**src/rtl/esc_pkg.sv**
```systemverilog
// Widths, calendar spans, reciprocals and month tables of the epoch-to-calendar block.
`default_nettype none

package esc_pkg;

  localparam int unsigned SECONDS_WIDTH = 40;
  localparam int unsigned IN_TDATA_W    = 40;
  localparam int unsigned OUT_TDATA_W   = 56;

  // Seconds since 1601-01-01, one bit wider than the input count.
  localparam int unsigned       SEC_W       = SECONDS_WIDTH + 1;
  localparam logic [SEC_W-1:0]  REBIAS_1601 = SEC_W'(64'd11644473600);

  // 86400 = 675 << 7: drop seven bits, then divide by 675 in two chunks.
  localparam int unsigned SECONDS_PER_DAY = 86400;
  localparam int unsigned DAY_SHIFT       = 7;
  localparam int unsigned DAY_ODD         = SECONDS_PER_DAY >> DAY_SHIFT;
  localparam int unsigned X_W             = SEC_W - DAY_SHIFT;
  localparam int unsigned XL_W            = 17;
  localparam int unsigned XH_W            = X_W - XL_W;
  localparam int unsigned QH_W            = 8;
  localparam int unsigned RH_W            = $clog2(DAY_ODD);
  localparam int unsigned N_W             = RH_W + XL_W;
  localparam int unsigned DAY_W           = QH_W + XL_W;
  localparam int unsigned SOD_W           = RH_W + DAY_SHIFT;

  localparam int unsigned SEC_PER_MIN   = 60;
  localparam int unsigned MIN_PER_HOUR  = 60;
  localparam int unsigned DAYS_PER_WEEK = 7;
  localparam int unsigned MT_W          = 11;
  localparam int unsigned Q7_W          = 23;

  localparam int unsigned SPAN_400Y_DAYS = 146097;
  localparam int unsigned SPAN_100Y_DAYS = 36524;
  localparam int unsigned SPAN_4Y_DAYS   = 1461;
  localparam int unsigned SPAN_1Y_DAYS   = 365;
  localparam int unsigned Q400_W         = 8;
  localparam int unsigned Q100_MAX       = 3;
  localparam int unsigned Q4_MAX         = 24;
  localparam int unsigned BASE_YEAR      = 1601;
  localparam int unsigned YEAR_REF       = 1900;
  localparam int unsigned YEAR_BIAS      = YEAR_REF - BASE_YEAR;

  // Reciprocals ceil(2^K / d); K = bits of dividend + bits of d keeps the quotient exact.
  localparam int unsigned       RCP_675_HI_K = XH_W + RH_W;
  localparam int unsigned       RCP_675_HI_W = 18;
  localparam logic [RCP_675_HI_W-1:0] RCP_675_HI =
    RCP_675_HI_W'(((64'd1 << RCP_675_HI_K) + 64'(DAY_ODD) - 64'd1) / 64'(DAY_ODD));

  localparam int unsigned       RCP_675_LO_K = N_W + RH_W;
  localparam int unsigned       RCP_675_LO_W = 28;
  localparam logic [RCP_675_LO_W-1:0] RCP_675_LO =
    RCP_675_LO_W'(((64'd1 << RCP_675_LO_K) + 64'(DAY_ODD) - 64'd1) / 64'(DAY_ODD));

  localparam int unsigned       RCP_7_K = DAY_W + 3;
  localparam int unsigned       RCP_7_W = 26;
  localparam logic [RCP_7_W-1:0] RCP_7 =
    RCP_7_W'(((64'd1 << RCP_7_K) + 64'(DAYS_PER_WEEK) - 64'd1) / 64'(DAYS_PER_WEEK));

  localparam int unsigned       RCP_SOD_K = SOD_W + 6;
  localparam int unsigned       RCP_SOD_W = 18;
  localparam logic [RCP_SOD_W-1:0] RCP_SOD =
    RCP_SOD_W'(((64'd1 << RCP_SOD_K) + 64'(SEC_PER_MIN) - 64'd1) / 64'(SEC_PER_MIN));

  localparam int unsigned       RCP_MIN_K = MT_W + 6;
  localparam int unsigned       RCP_MIN_W = 12;
  localparam logic [RCP_MIN_W-1:0] RCP_MIN =
    RCP_MIN_W'(((64'd1 << RCP_MIN_K) + 64'(MIN_PER_HOUR) - 64'd1) / 64'(MIN_PER_HOUR));

  localparam int unsigned       RCP_400Y_K = DAY_W + 18;
  localparam int unsigned       RCP_400Y_W = 26;
  localparam logic [RCP_400Y_W-1:0] RCP_400Y =
    RCP_400Y_W'(((64'd1 << RCP_400Y_K) + 64'(SPAN_400Y_DAYS) - 64'd1) / 64'(SPAN_400Y_DAYS));

  localparam int unsigned       RCP_100Y_K = 18 + 16;
  localparam int unsigned       RCP_100Y_W = 19;
  localparam logic [RCP_100Y_W-1:0] RCP_100Y =
    RCP_100Y_W'(((64'd1 << RCP_100Y_K) + 64'(SPAN_100Y_DAYS) - 64'd1) / 64'(SPAN_100Y_DAYS));

  localparam int unsigned       RCP_4Y_K = 16 + 11;
  localparam int unsigned       RCP_4Y_W = 17;
  localparam logic [RCP_4Y_W-1:0] RCP_4Y =
    RCP_4Y_W'(((64'd1 << RCP_4Y_K) + 64'(SPAN_4Y_DAYS) - 64'd1) / 64'(SPAN_4Y_DAYS));

  // Pipeline depth; the date part owns the last DATE_STAGES stages.
  localparam int unsigned DATE_FIRST  = 5;
  localparam int unsigned DATE_STAGES = 8;
  localparam int unsigned STAGES      = DATE_FIRST + DATE_STAGES;

  // Days before the first of each month, common year then leap year.
  localparam logic [8:0] CUM_DAYS [2][13] = '{
    '{9'd0, 9'd31, 9'd59, 9'd90, 9'd120, 9'd151, 9'd181, 9'd212, 9'd243, 9'd273, 9'd304,
      9'd334, 9'd365},
    '{9'd0, 9'd31, 9'd60, 9'd91, 9'd121, 9'd152, 9'd182, 9'd213, 9'd244, 9'd274, 9'd305,
      9'd335, 9'd366}
  };

endpackage

`default_nettype wire

```
**src/rtl/esc_date.sv**
```systemverilog
// Day count since 1601-01-01 to years since 1900, month, day of month and day of year, eight stages.
`default_nettype none

module esc_date
  import esc_pkg::*;
(
  input  logic                   clk_i,
  input  logic [DATE_STAGES-1:0] stage_en_i,
  input  logic [DAY_W-1:0]       days_i,
  output logic [15:0]            years_o,
  output logic [3:0]             month_o,
  output logic [4:0]             mday_o,
  output logic [8:0]             yday_o
);

  localparam int unsigned P400_W = DAY_W + RCP_400Y_W;
  localparam int unsigned P100_W = 18 + RCP_100Y_W;
  localparam int unsigned P4_W   = 16 + RCP_4Y_W;

  logic [DAY_W-1:0]  days0_q;
  logic [Q400_W-1:0] q400_0_q, q400_1_q, q400_2_q, q400_3_q, q400_4_q, q400_5_q;
  logic [17:0]       d400_1_q, d400_2_q;
  logic [1:0]        q100_2_q, q100_3_q, q100_4_q, q100_5_q;
  logic [15:0]       d100_3_q, d100_4_q;
  logic [4:0]        q4_4_q, q4_5_q;
  logic [10:0]       d4_5_q;
  logic [8:0]        yday6_q;
  logic              leap6_q;
  logic [15:0]       years6_q;

  logic [P400_W-1:0] p400;
  logic [P100_W-1:0] p100;
  logic [P4_W-1:0]   p4;
  logic [2:0]        q100_raw;
  logic [1:0]        q100_d;
  logic [4:0]        q4_raw, q4_d;
  logic [1:0]        q1_d;
  logic [8:0]        yday_d;
  logic              leap_d;
  logic [17:0]       years_sum;
  logic [3:0]        month_d;
  logic [4:0]        mday_d;

  assign p400 = P400_W'(days_i) * P400_W'(RCP_400Y);
  assign p100 = P100_W'(d400_1_q) * P100_W'(RCP_100Y);
  assign p4   = P4_W'(d100_3_q) * P4_W'(RCP_4Y);

  // Clamp so the last day of a cycle stays in its final year.
  assign q100_raw = p100[RCP_100Y_K +: 3];
  assign q100_d   = (q100_raw > 3'(Q100_MAX)) ? 2'(Q100_MAX) : q100_raw[1:0];
  assign q4_raw   = p4[RCP_4Y_K +: 5];
  assign q4_d     = (q4_raw > 5'(Q4_MAX)) ? 5'(Q4_MAX) : q4_raw;

  always_comb begin
    if (d4_5_q >= 11'(3 * SPAN_1Y_DAYS)) begin
      q1_d = 2'd3;
    end else if (d4_5_q >= 11'(2 * SPAN_1Y_DAYS)) begin
      q1_d = 2'd2;
    end else if (d4_5_q >= 11'(SPAN_1Y_DAYS)) begin
      q1_d = 2'd1;
    end else begin
      q1_d = 2'd0;
    end
  end

  assign yday_d = 9'(d4_5_q - 11'(q1_d) * 11'(SPAN_1Y_DAYS));
  // Fourth year of a 4-year span, unless it closes a century that is not the fourth.
  assign leap_d = (q1_d == 2'd3) && ((q4_5_q != 5'(Q4_MAX)) || (q100_5_q == 2'(Q100_MAX)));
  assign years_sum = 18'(q400_5_q) * 18'd400 + 18'(q100_5_q) * 18'd100
                   + 18'(q4_5_q) * 18'd4 + 18'(q1_d) - 18'(YEAR_BIAS);

  always_comb begin
    month_d = 4'd11;
    for (int m = 12; m >= 1; m--) begin
      if (yday6_q < CUM_DAYS[leap6_q][m]) begin
        month_d = 4'(m - 1);
      end
    end
    mday_d = 5'(yday6_q - CUM_DAYS[leap6_q][month_d] + 9'd1);
  end

  always_ff @(posedge clk_i) begin
    if (stage_en_i[0]) begin
      days0_q  <= days_i;
      q400_0_q <= p400[RCP_400Y_K +: Q400_W];
    end
    if (stage_en_i[1]) begin
      q400_1_q <= q400_0_q;
      d400_1_q <= 18'(days0_q - DAY_W'(q400_0_q) * DAY_W'(SPAN_400Y_DAYS));
    end
    if (stage_en_i[2]) begin
      q400_2_q <= q400_1_q;
      q100_2_q <= q100_d;
      d400_2_q <= d400_1_q;
    end
    if (stage_en_i[3]) begin
      q400_3_q <= q400_2_q;
      q100_3_q <= q100_2_q;
      d100_3_q <= 16'(d400_2_q - 18'(q100_2_q) * 18'(SPAN_100Y_DAYS));
    end
    if (stage_en_i[4]) begin
      q400_4_q <= q400_3_q;
      q100_4_q <= q100_3_q;
      q4_4_q   <= q4_d;
      d100_4_q <= d100_3_q;
    end
    if (stage_en_i[5]) begin
      q400_5_q <= q400_4_q;
      q100_5_q <= q100_4_q;
      q4_5_q   <= q4_4_q;
      d4_5_q   <= 11'(d100_4_q - 16'(q4_4_q) * 16'(SPAN_4Y_DAYS));
    end
    if (stage_en_i[6]) begin
      yday6_q  <= yday_d;
      leap6_q  <= leap_d;
      years6_q <= years_sum[15:0];
    end
    if (stage_en_i[7]) begin
      years_o <= years6_q;
      month_o <= month_d;
      mday_o  <= mday_d;
      yday_o  <= yday6_q;
    end
  end

endmodule

`default_nettype wire

```
**src/rtl/epoch_seconds_to_calendar.sv**
```systemverilog
// Top level: Unix epoch seconds to Gregorian UTC calendar fields, thirteen-stage pipeline.
//
// Requests arrive on the s_axis channel, one 40-bit count of seconds since
// 1970-01-01 00:00:00 UTC per beat; results leave on m_axis, one per request,
// in request order.
// Throughput: one request per cycle while m_axis_tready_i is high. Every divide
// is a multiply by a constant reciprocal followed by a remainder stage; the day
// count to year chain (400-, 100-, 4- and 1-year spans) sets the depth.
// Each stage holds a valid bit. A stage loads whenever it is empty or the
// stage after it loads, so bubbles close up and s_axis_tready_o stays high
// while any stage is free, also while a result waits on m_axis.
// When the receiver stalls, the output register holds its result and the
// pipeline fills behind it; nothing is dropped or repeated.
// Reset (rst_ni low, asynchronous) empties every stage; no result is pending
// after reset and the block takes requests in the first cycle after release.
`default_nettype none

module epoch_seconds_to_calendar
  import esc_pkg::*;
(
  input  logic                   clk_i,
  input  logic                   rst_ni,
  input  logic                   s_axis_tvalid_i,
  output logic                   s_axis_tready_o,
  input  logic [IN_TDATA_W-1:0]  s_axis_tdata_i,   // [39:0] epoch_seconds
  output logic                   m_axis_tvalid_o,
  input  logic                   m_axis_tready_i,
  // [5:0] second_of_minute, [11:6] minute_of_hour, [16:12] hour_of_day,
  // [21:17] day_of_month, [25:22] month_index, [41:26] years_since_1900,
  // [44:42] day_of_week, [53:45] day_of_year, [55:54] zero
  output logic [OUT_TDATA_W-1:0] m_axis_tdata_o
);

  typedef struct packed {
    logic [5:0] sec;
    logic [5:0] min;
    logic [4:0] hour;
    logic [2:0] wday;
  } esc_clock_t;

  localparam int unsigned PQH_W  = XH_W + RCP_675_HI_W;
  localparam int unsigned PQL_W  = N_W + RCP_675_LO_W;
  localparam int unsigned PQ7_W  = DAY_W + RCP_7_W;
  localparam int unsigned PMT_W  = SOD_W + RCP_SOD_W;
  localparam int unsigned PHR_W  = MT_W + RCP_MIN_W;
  localparam int unsigned TAIL_N = STAGES - 9;

  logic [STAGES-1:0] vld_q, vld_d, adv;

  logic [SEC_W-1:0]     s0_q;
  logic [XH_W-1:0]      xh1_q;
  logic [QH_W-1:0]      qh1_q, qh2_q, qh3_q;
  logic [XL_W-1:0]      xl1_q, ql3_q;
  logic [DAY_SHIFT-1:0] lo1_q, lo2_q, lo3_q;
  logic [N_W-1:0]       n2_q, n3_q;
  logic [DAY_W-1:0]     days4_q, days5_q;
  logic [SOD_W-1:0]     sod4_q, sod5_q;
  logic [MT_W-1:0]      mt5_q, mt6_q, mt7_q;
  logic [Q7_W-1:0]      q7_5_q;
  logic [5:0]           sec6_q, sec7_q;
  logic [2:0]           wday6_q, wday7_q;
  logic [4:0]           hr7_q;
  esc_clock_t           clk_pipe_q [TAIL_N+1];

  logic [X_W-1:0]   x0;
  logic [PQH_W-1:0] pqh;
  logic [XH_W-1:0]  rh_full;
  logic [PQL_W-1:0] pql;
  logic [N_W-1:0]   sodhi_full;
  logic [PQ7_W-1:0] pq7;
  logic [PMT_W-1:0] pmt;
  logic [PHR_W-1:0] phr;
  logic [2:0]       wrem;
  esc_clock_t       clk8_d;

  logic [15:0] years;
  logic [3:0]  month;
  logic [4:0]  mday;
  logic [8:0]  yday;

  // Stage k loads when it is empty or some later stage (or the receiver) frees a slot.
  always_comb begin
    for (int k = 0; k < STAGES; k++) begin
      adv[k] = m_axis_tready_i || !(&(vld_q | STAGES'((64'd1 << k) - 64'd1)));
    end
    vld_d = {vld_q[STAGES-2:0], s_axis_tvalid_i};
  end

  always_ff @(posedge clk_i or negedge rst_ni) begin
    if (!rst_ni) begin
      vld_q <= '0;
    end else begin
      for (int k = 0; k < STAGES; k++) begin
        if (adv[k]) begin
          vld_q[k] <= vld_d[k];
        end
      end
    end
  end

  assign s_axis_tready_o = adv[0];

  // Seconds to day count: drop the power-of-two factor, divide by 675 high chunk first.
  assign x0         = s0_q[SEC_W-1:DAY_SHIFT];
  assign pqh        = PQH_W'(x0[X_W-1:XL_W]) * PQH_W'(RCP_675_HI);
  assign rh_full    = xh1_q - XH_W'(qh1_q) * XH_W'(DAY_ODD);
  assign pql        = PQL_W'(n2_q) * PQL_W'(RCP_675_LO);
  assign sodhi_full = n3_q - N_W'(ql3_q) * N_W'(DAY_ODD);

  // Time of day and weekday.
  assign pq7  = PQ7_W'(days4_q) * PQ7_W'(RCP_7);
  assign pmt  = PMT_W'(sod4_q) * PMT_W'(RCP_SOD);
  assign phr  = PHR_W'(mt6_q) * PHR_W'(RCP_MIN);
  assign wrem = 3'(days5_q - DAY_W'(q7_5_q) * DAY_W'(DAYS_PER_WEEK));

  always_comb begin
    clk8_d.sec  = sec7_q;
    clk8_d.min  = 6'(mt7_q - MT_W'(hr7_q) * MT_W'(MIN_PER_HOUR));
    clk8_d.hour = hr7_q;
    clk8_d.wday = wday7_q;
  end

  always_ff @(posedge clk_i) begin
    if (adv[0]) begin
      s0_q <= SEC_W'(s_axis_tdata_i[SECONDS_WIDTH-1:0]) + REBIAS_1601;
    end
    if (adv[1]) begin
      xh1_q <= x0[X_W-1:XL_W];
      qh1_q <= pqh[RCP_675_HI_K +: QH_W];
      xl1_q <= x0[XL_W-1:0];
      lo1_q <= s0_q[DAY_SHIFT-1:0];
    end
    if (adv[2]) begin
      n2_q  <= {rh_full[RH_W-1:0], xl1_q};
      qh2_q <= qh1_q;
      lo2_q <= lo1_q;
    end
    if (adv[3]) begin
      n3_q  <= n2_q;
      qh3_q <= qh2_q;
      ql3_q <= pql[RCP_675_LO_K +: XL_W];
      lo3_q <= lo2_q;
    end
    if (adv[4]) begin
      days4_q <= {qh3_q, ql3_q};
      sod4_q  <= {sodhi_full[RH_W-1:0], lo3_q};
    end
    if (adv[5]) begin
      days5_q <= days4_q;
      q7_5_q  <= pq7[RCP_7_K +: Q7_W];
      sod5_q  <= sod4_q;
      mt5_q   <= pmt[RCP_SOD_K +: MT_W];
    end
    if (adv[6]) begin
      mt6_q   <= mt5_q;
      sec6_q  <= 6'(sod5_q - SOD_W'(mt5_q) * SOD_W'(SEC_PER_MIN));
      // 1601-01-01 was a Monday: shift the remainder by one day.
      wday6_q <= (wrem == 3'(DAYS_PER_WEEK - 1)) ? 3'd0 : wrem + 3'd1;
    end
    if (adv[7]) begin
      mt7_q   <= mt6_q;
      hr7_q   <= phr[RCP_MIN_K +: 5];
      sec7_q  <= sec6_q;
      wday7_q <= wday6_q;
    end
    if (adv[8]) begin
      clk_pipe_q[0] <= clk8_d;
    end
    for (int i = 1; i <= TAIL_N; i++) begin
      if (adv[8 + i]) begin
        clk_pipe_q[i] <= clk_pipe_q[i-1];
      end
    end
  end

  esc_date u_date (
    .clk_i      (clk_i),
    .stage_en_i (adv[STAGES-1:DATE_FIRST]),
    .days_i     (days4_q),
    .years_o    (years),
    .month_o    (month),
    .mday_o     (mday),
    .yday_o     (yday)
  );

  assign m_axis_tvalid_o = vld_q[STAGES-1];
  assign m_axis_tdata_o  = {2'b00, yday, clk_pipe_q[TAIL_N].wday, years, month, mday,
                            clk_pipe_q[TAIL_N].hour, clk_pipe_q[TAIL_N].min,
                            clk_pipe_q[TAIL_N].sec};

endmodule

`default_nettype wire

```
**config.mk**
```make
export PLATFORM = sky130hd
export DESIGN_NAME = epoch_seconds_to_calendar
export DESIGN_NICKNAME = d
export VERILOG_FILES = /design/src/rtl/esc_pkg.sv /design/src/rtl/esc_date.sv /design/src/rtl/epoch_seconds_to_calendar.sv
export SDC_FILE = /design/constraint.sdc
export NUM_CORES = 2
export LEC_CHECK = 0
export BUFFER_PORTS_ARGS = -buffer_cell sky130_fd_sc_hd__buf_2
export CAP_MARGIN = 0
export CELL_PAD_IN_SITES_DETAIL_PLACEMENT = 0
export CELL_PAD_IN_SITES_GLOBAL_PLACEMENT = 1
export CORE_MARGIN = 2
export CORE_UTILIZATION = 49
export DETAILED_ROUTE_END_ITERATION = 7
export GPL_TIMING_DRIVEN = 0
export PLACE_DENSITY_LB_ADDON = 0.1
export SLEW_MARGIN = 15
export SYNTH_ARGS = -nofsm -noshare
export SYNTH_HDL_FRONTEND = slang
export SYNTH_SLANG_ARGS = --single-unit
```
**constraint.sdc**
```tcl
create_clock -name clk_i -period 6.4 [get_ports clk_i]
set_input_delay 0.96 -clock clk_i [delete_from_list [all_inputs] [get_ports clk_i]]
set_output_delay 0.96 -clock clk_i [all_outputs]
set_load 0.005 [all_outputs]
```
==> out/metrics.yaml <==
worst_setup_path:
  crit_family: "adder cells"
  critPathSlowestCell: "fa_1"
  end_kind: "flop"
  worstPathMaxFanout: 4
  cp.required_ps: 6810
  max_stage_delay_ps: 550
  critPathBufInv: 4
  path_cells: "buf_12 > buf_4 > fa_1 > fa_1 > inv_1 > fa_1 > fa_2 > fa_1 > inv_2 > fa_1 > fa_1 > ha_4 > o21a_1 > o21a_1 > o21ai_1 > a32o_2 > o211a_4 > a2111oi_4 > a21bo_2 > o41a_1 > and4_4 > nor3_2"
  crit_arrival_ps: 7120
  critPathKind: "reg -> reg"
  cpMostUsedCell: "fa_1"
  cp-start-kind: "flop"
die:
  die_area_um2: 145000
  start_util: 0.493
  coreArea_um2: 141000
  dieHeight_um: 381
  rows: 138
  ios: 102
  fp.dieW_um: 381
logic_synthesis:
  synth_edf_count: 585
  synth_top_area_share: 0.273
  synth.cell_area_um2: 69600
  synth_area_leader_cell: "fa_1"
  ys_warn_count: 0
  ys_seq_elements: 598
  synth-async-reset-ratio: 0.0217
  synth_area_per_cell_um2: 11.8
  synth.distinct_cells: 76
  synth_area_leaders: "fa_1 27%, ha_1 27%, edfxtp_1 25%"
  syn_inst: 5876
  seq_area_frac_synth: 0.257
  ys.flop_type: "edfxtp_1"
drt:
  drc: 0
  wl_per_cell_um: 18.1
  drt_iter0_drc: 1475
  firstDrtPassIters: 5
  num_vias: 40700
  ant_nets: 0
  vias_per_cell: 4.94
  routed_wl_um: 149000
clock_tree:
  htreeDepth: 3
  clkTransAtPathRegs_ps: 60
  cts-root-buf: "clkbuf_16"
  cts_tree: "done"
  postCtsHoldBufs: 0
  clkSinkCount: 598
  clk_path_buf_depth: 3
  clk_latency_ps: 670
  cts_made_buffers: 69
sta:
  finalCritPeriodShare: 1.05
  setup-violations-final: 15
  finalCriticalPeriod_ps: 6710
  finalMaxSlewViolations: 0
  tightest_slew_ps: 859
  setup_ws_ps: -308
  finClkSkew_ps: 26.3
  slew_headroom: 0.426
  max_freq_mhz: 149
  hold_viol_final: 0
  rsz0062_at_grt: "yes"
min_path:
  hp-class: "in -> async"
placement:
  place_congestion: 0.863
  pre_cts_slack_ps: -1510
  portBuffers: 99
  post-place-cells: 7879
  place_hpwl_um: 120000
global_routing:
  grt_pass1_vias: 44600
  grt.overflow.total: 0
  antenna_found_initial: 1
  grt_pass1_wl_um: 245000
  grt_max_degree: 45
  grt_usage: 0.217
finish:
  nets: 8792
  drive_above_1_share: 0.109
  layout_commonest_cell: "inv_1"
  final_cell_mix: "1,603 x inv_1, 1,445 x ha_1, 930 x fa_1"
  antenna_cells: 0
  area_delta_synth_final_pct: 12.1
  stdcell_count: 8232
status:
  violations: "negative setup slack"
  status: "complete, but fails checks"
job:
  cap_violations: 0
layout make-up:
| cell class | instances | area [um2] |
|---|---|---|
| clock buffers | 75 | 1770 |
| fillers | 12300 | 63200 |
| clock inverters | 45 | 410 |
| inverters | 1650 | 6220 |
| well taps | 1890 | 2360 |
| repair buffers | 343 | 2790 |
| flip-flops and latches | 598 | 17900 |
| multi-input cells | 3604 | 46500 |
| plain buffers | 27 | 184 |
routing by layer:
layer | up-vias | track usage | share of wire
li1 | 19800 | - | -
met1 | 20100 | 0.289 | 0.45
met2 | 545 | 0.379 | 0.50
met3 | 182 | 0.0262 | 0.032
met4 | 0 | 0.0498 | 0.025
met5 | - | 0 | 0
cells by family (layout without fill, tap and decap cells):
family	after synthesis	in the layout	synth area share
compound gates	513	513	0.0487
flops	598	598	0.257
other cells	1	2	0.0000539
mux	6	6	0.000916
xor+xnor	248	248	0.0312
buf+inv	1677	2140	0.0916
fa+ha+maj	2455	2455	0.543
simple gates	378	380	0.0271
sequential cells by signal, summed over array words and instances, names as in the netlist, 9 cells and up:
register and count:
xl1_q 17, xh1_q 10, days4_q 25, u_date.d100_4_q 11
u_date.d4_5_q 11, u_date.days0_q 18, u_date.d400_1_q 18, u_date.d100_3_q 16
u_date.years6_q 16, u_date.yday_o 9, u_date.d400_2_q 16, mt6_q 11
u_date.years_o 16, ql3_q 17, vld_q 13, s0_q 41
mt5_q 11, n3_q 10, clk_pipe_q 100, u_date.yday6_q 9
sod4_q 17, n2_q 27
cell usage after synthesis, drive strengths merged, types with 4 or more instances:
cell type,number
inv,1650
ha,1506
fa,949
edfxtp,585
xnor2,184
a21oi,145
nor2,104
o21ai,86
nand2,78
a21o,76
xor2,64
o21a,39
o21bai,30
nor2b,29
nand2b,27
nor3,27
nand4,26
nand3,24
buf,22
a211oi,16
and3,15
a31oi,14
o211ai,14
dfrtp,13
or2,13
a21boi,11
a211o,10
o31ai,9
and2,7
and4,7
or3,7
a41oi,6
nor4,6
o31a,6
a2111oi,5
a31o,5
clkbuf,5
a311o,4
o41ai,4
what timing repair did:
| action | CTS | global route |
|---|---|---|
| gates resized for setup | 167 | 76 |
| setup buffers | 203 | 28 |
| gates cloned | 1 | 1 |
| pin swaps | 130 | 68 |
| endpoints found under the hold margin | 0 | 0 |
| endpoints found under the setup margin | 29 | 29 |
worst paths after layout:
path,start,endpoint,slack [ps],cells past startpoint
min in group clk_i,s0_q[8]$_DFFE_PP_,xl1_q[1]$_DFFE_PP_,400,0
setup reg to reg,days4_q[1]$_DFFE_PP_,u_date.q400_0_q[7]$_DFFE_PP_,-310,22
hold reg to reg,s0_q[8]$_DFFE_PP_,xl1_q[1]$_DFFE_PP_,400,0
hold / removal,rst_ni,vld_q[12]$_DFFE_PN0P_,240,1
max in group asynchronous,rst_ni,vld_q[5]$_DFFE_PN0P_,5790,1
setup / recovery,days4_q[1]$_DFFE_PP_,u_date.q400_0_q[7]$_DFFE_PP_,-310,22
metrics by stage:
step / TNS (ps) / hold slack [ps] / instance area [um2] / util
after global placement: -142330 / 401 / 72500 / 0.514
after global routing: -6210 / 220 / 78100 / 0.553
final: -2260 / 236 / 78100 / 0.553
after detailed placement: -21670 / 405 / 72800 / 0.516
after CTS: -1730 / 199 / 77500 / 0.549
after floorplan: -73.3 / 400 / 69700 / -
Power is left out: the tool's default activity adds up to more than one toggle a clock period on the data nets, which glitch-free logic cannot reach.
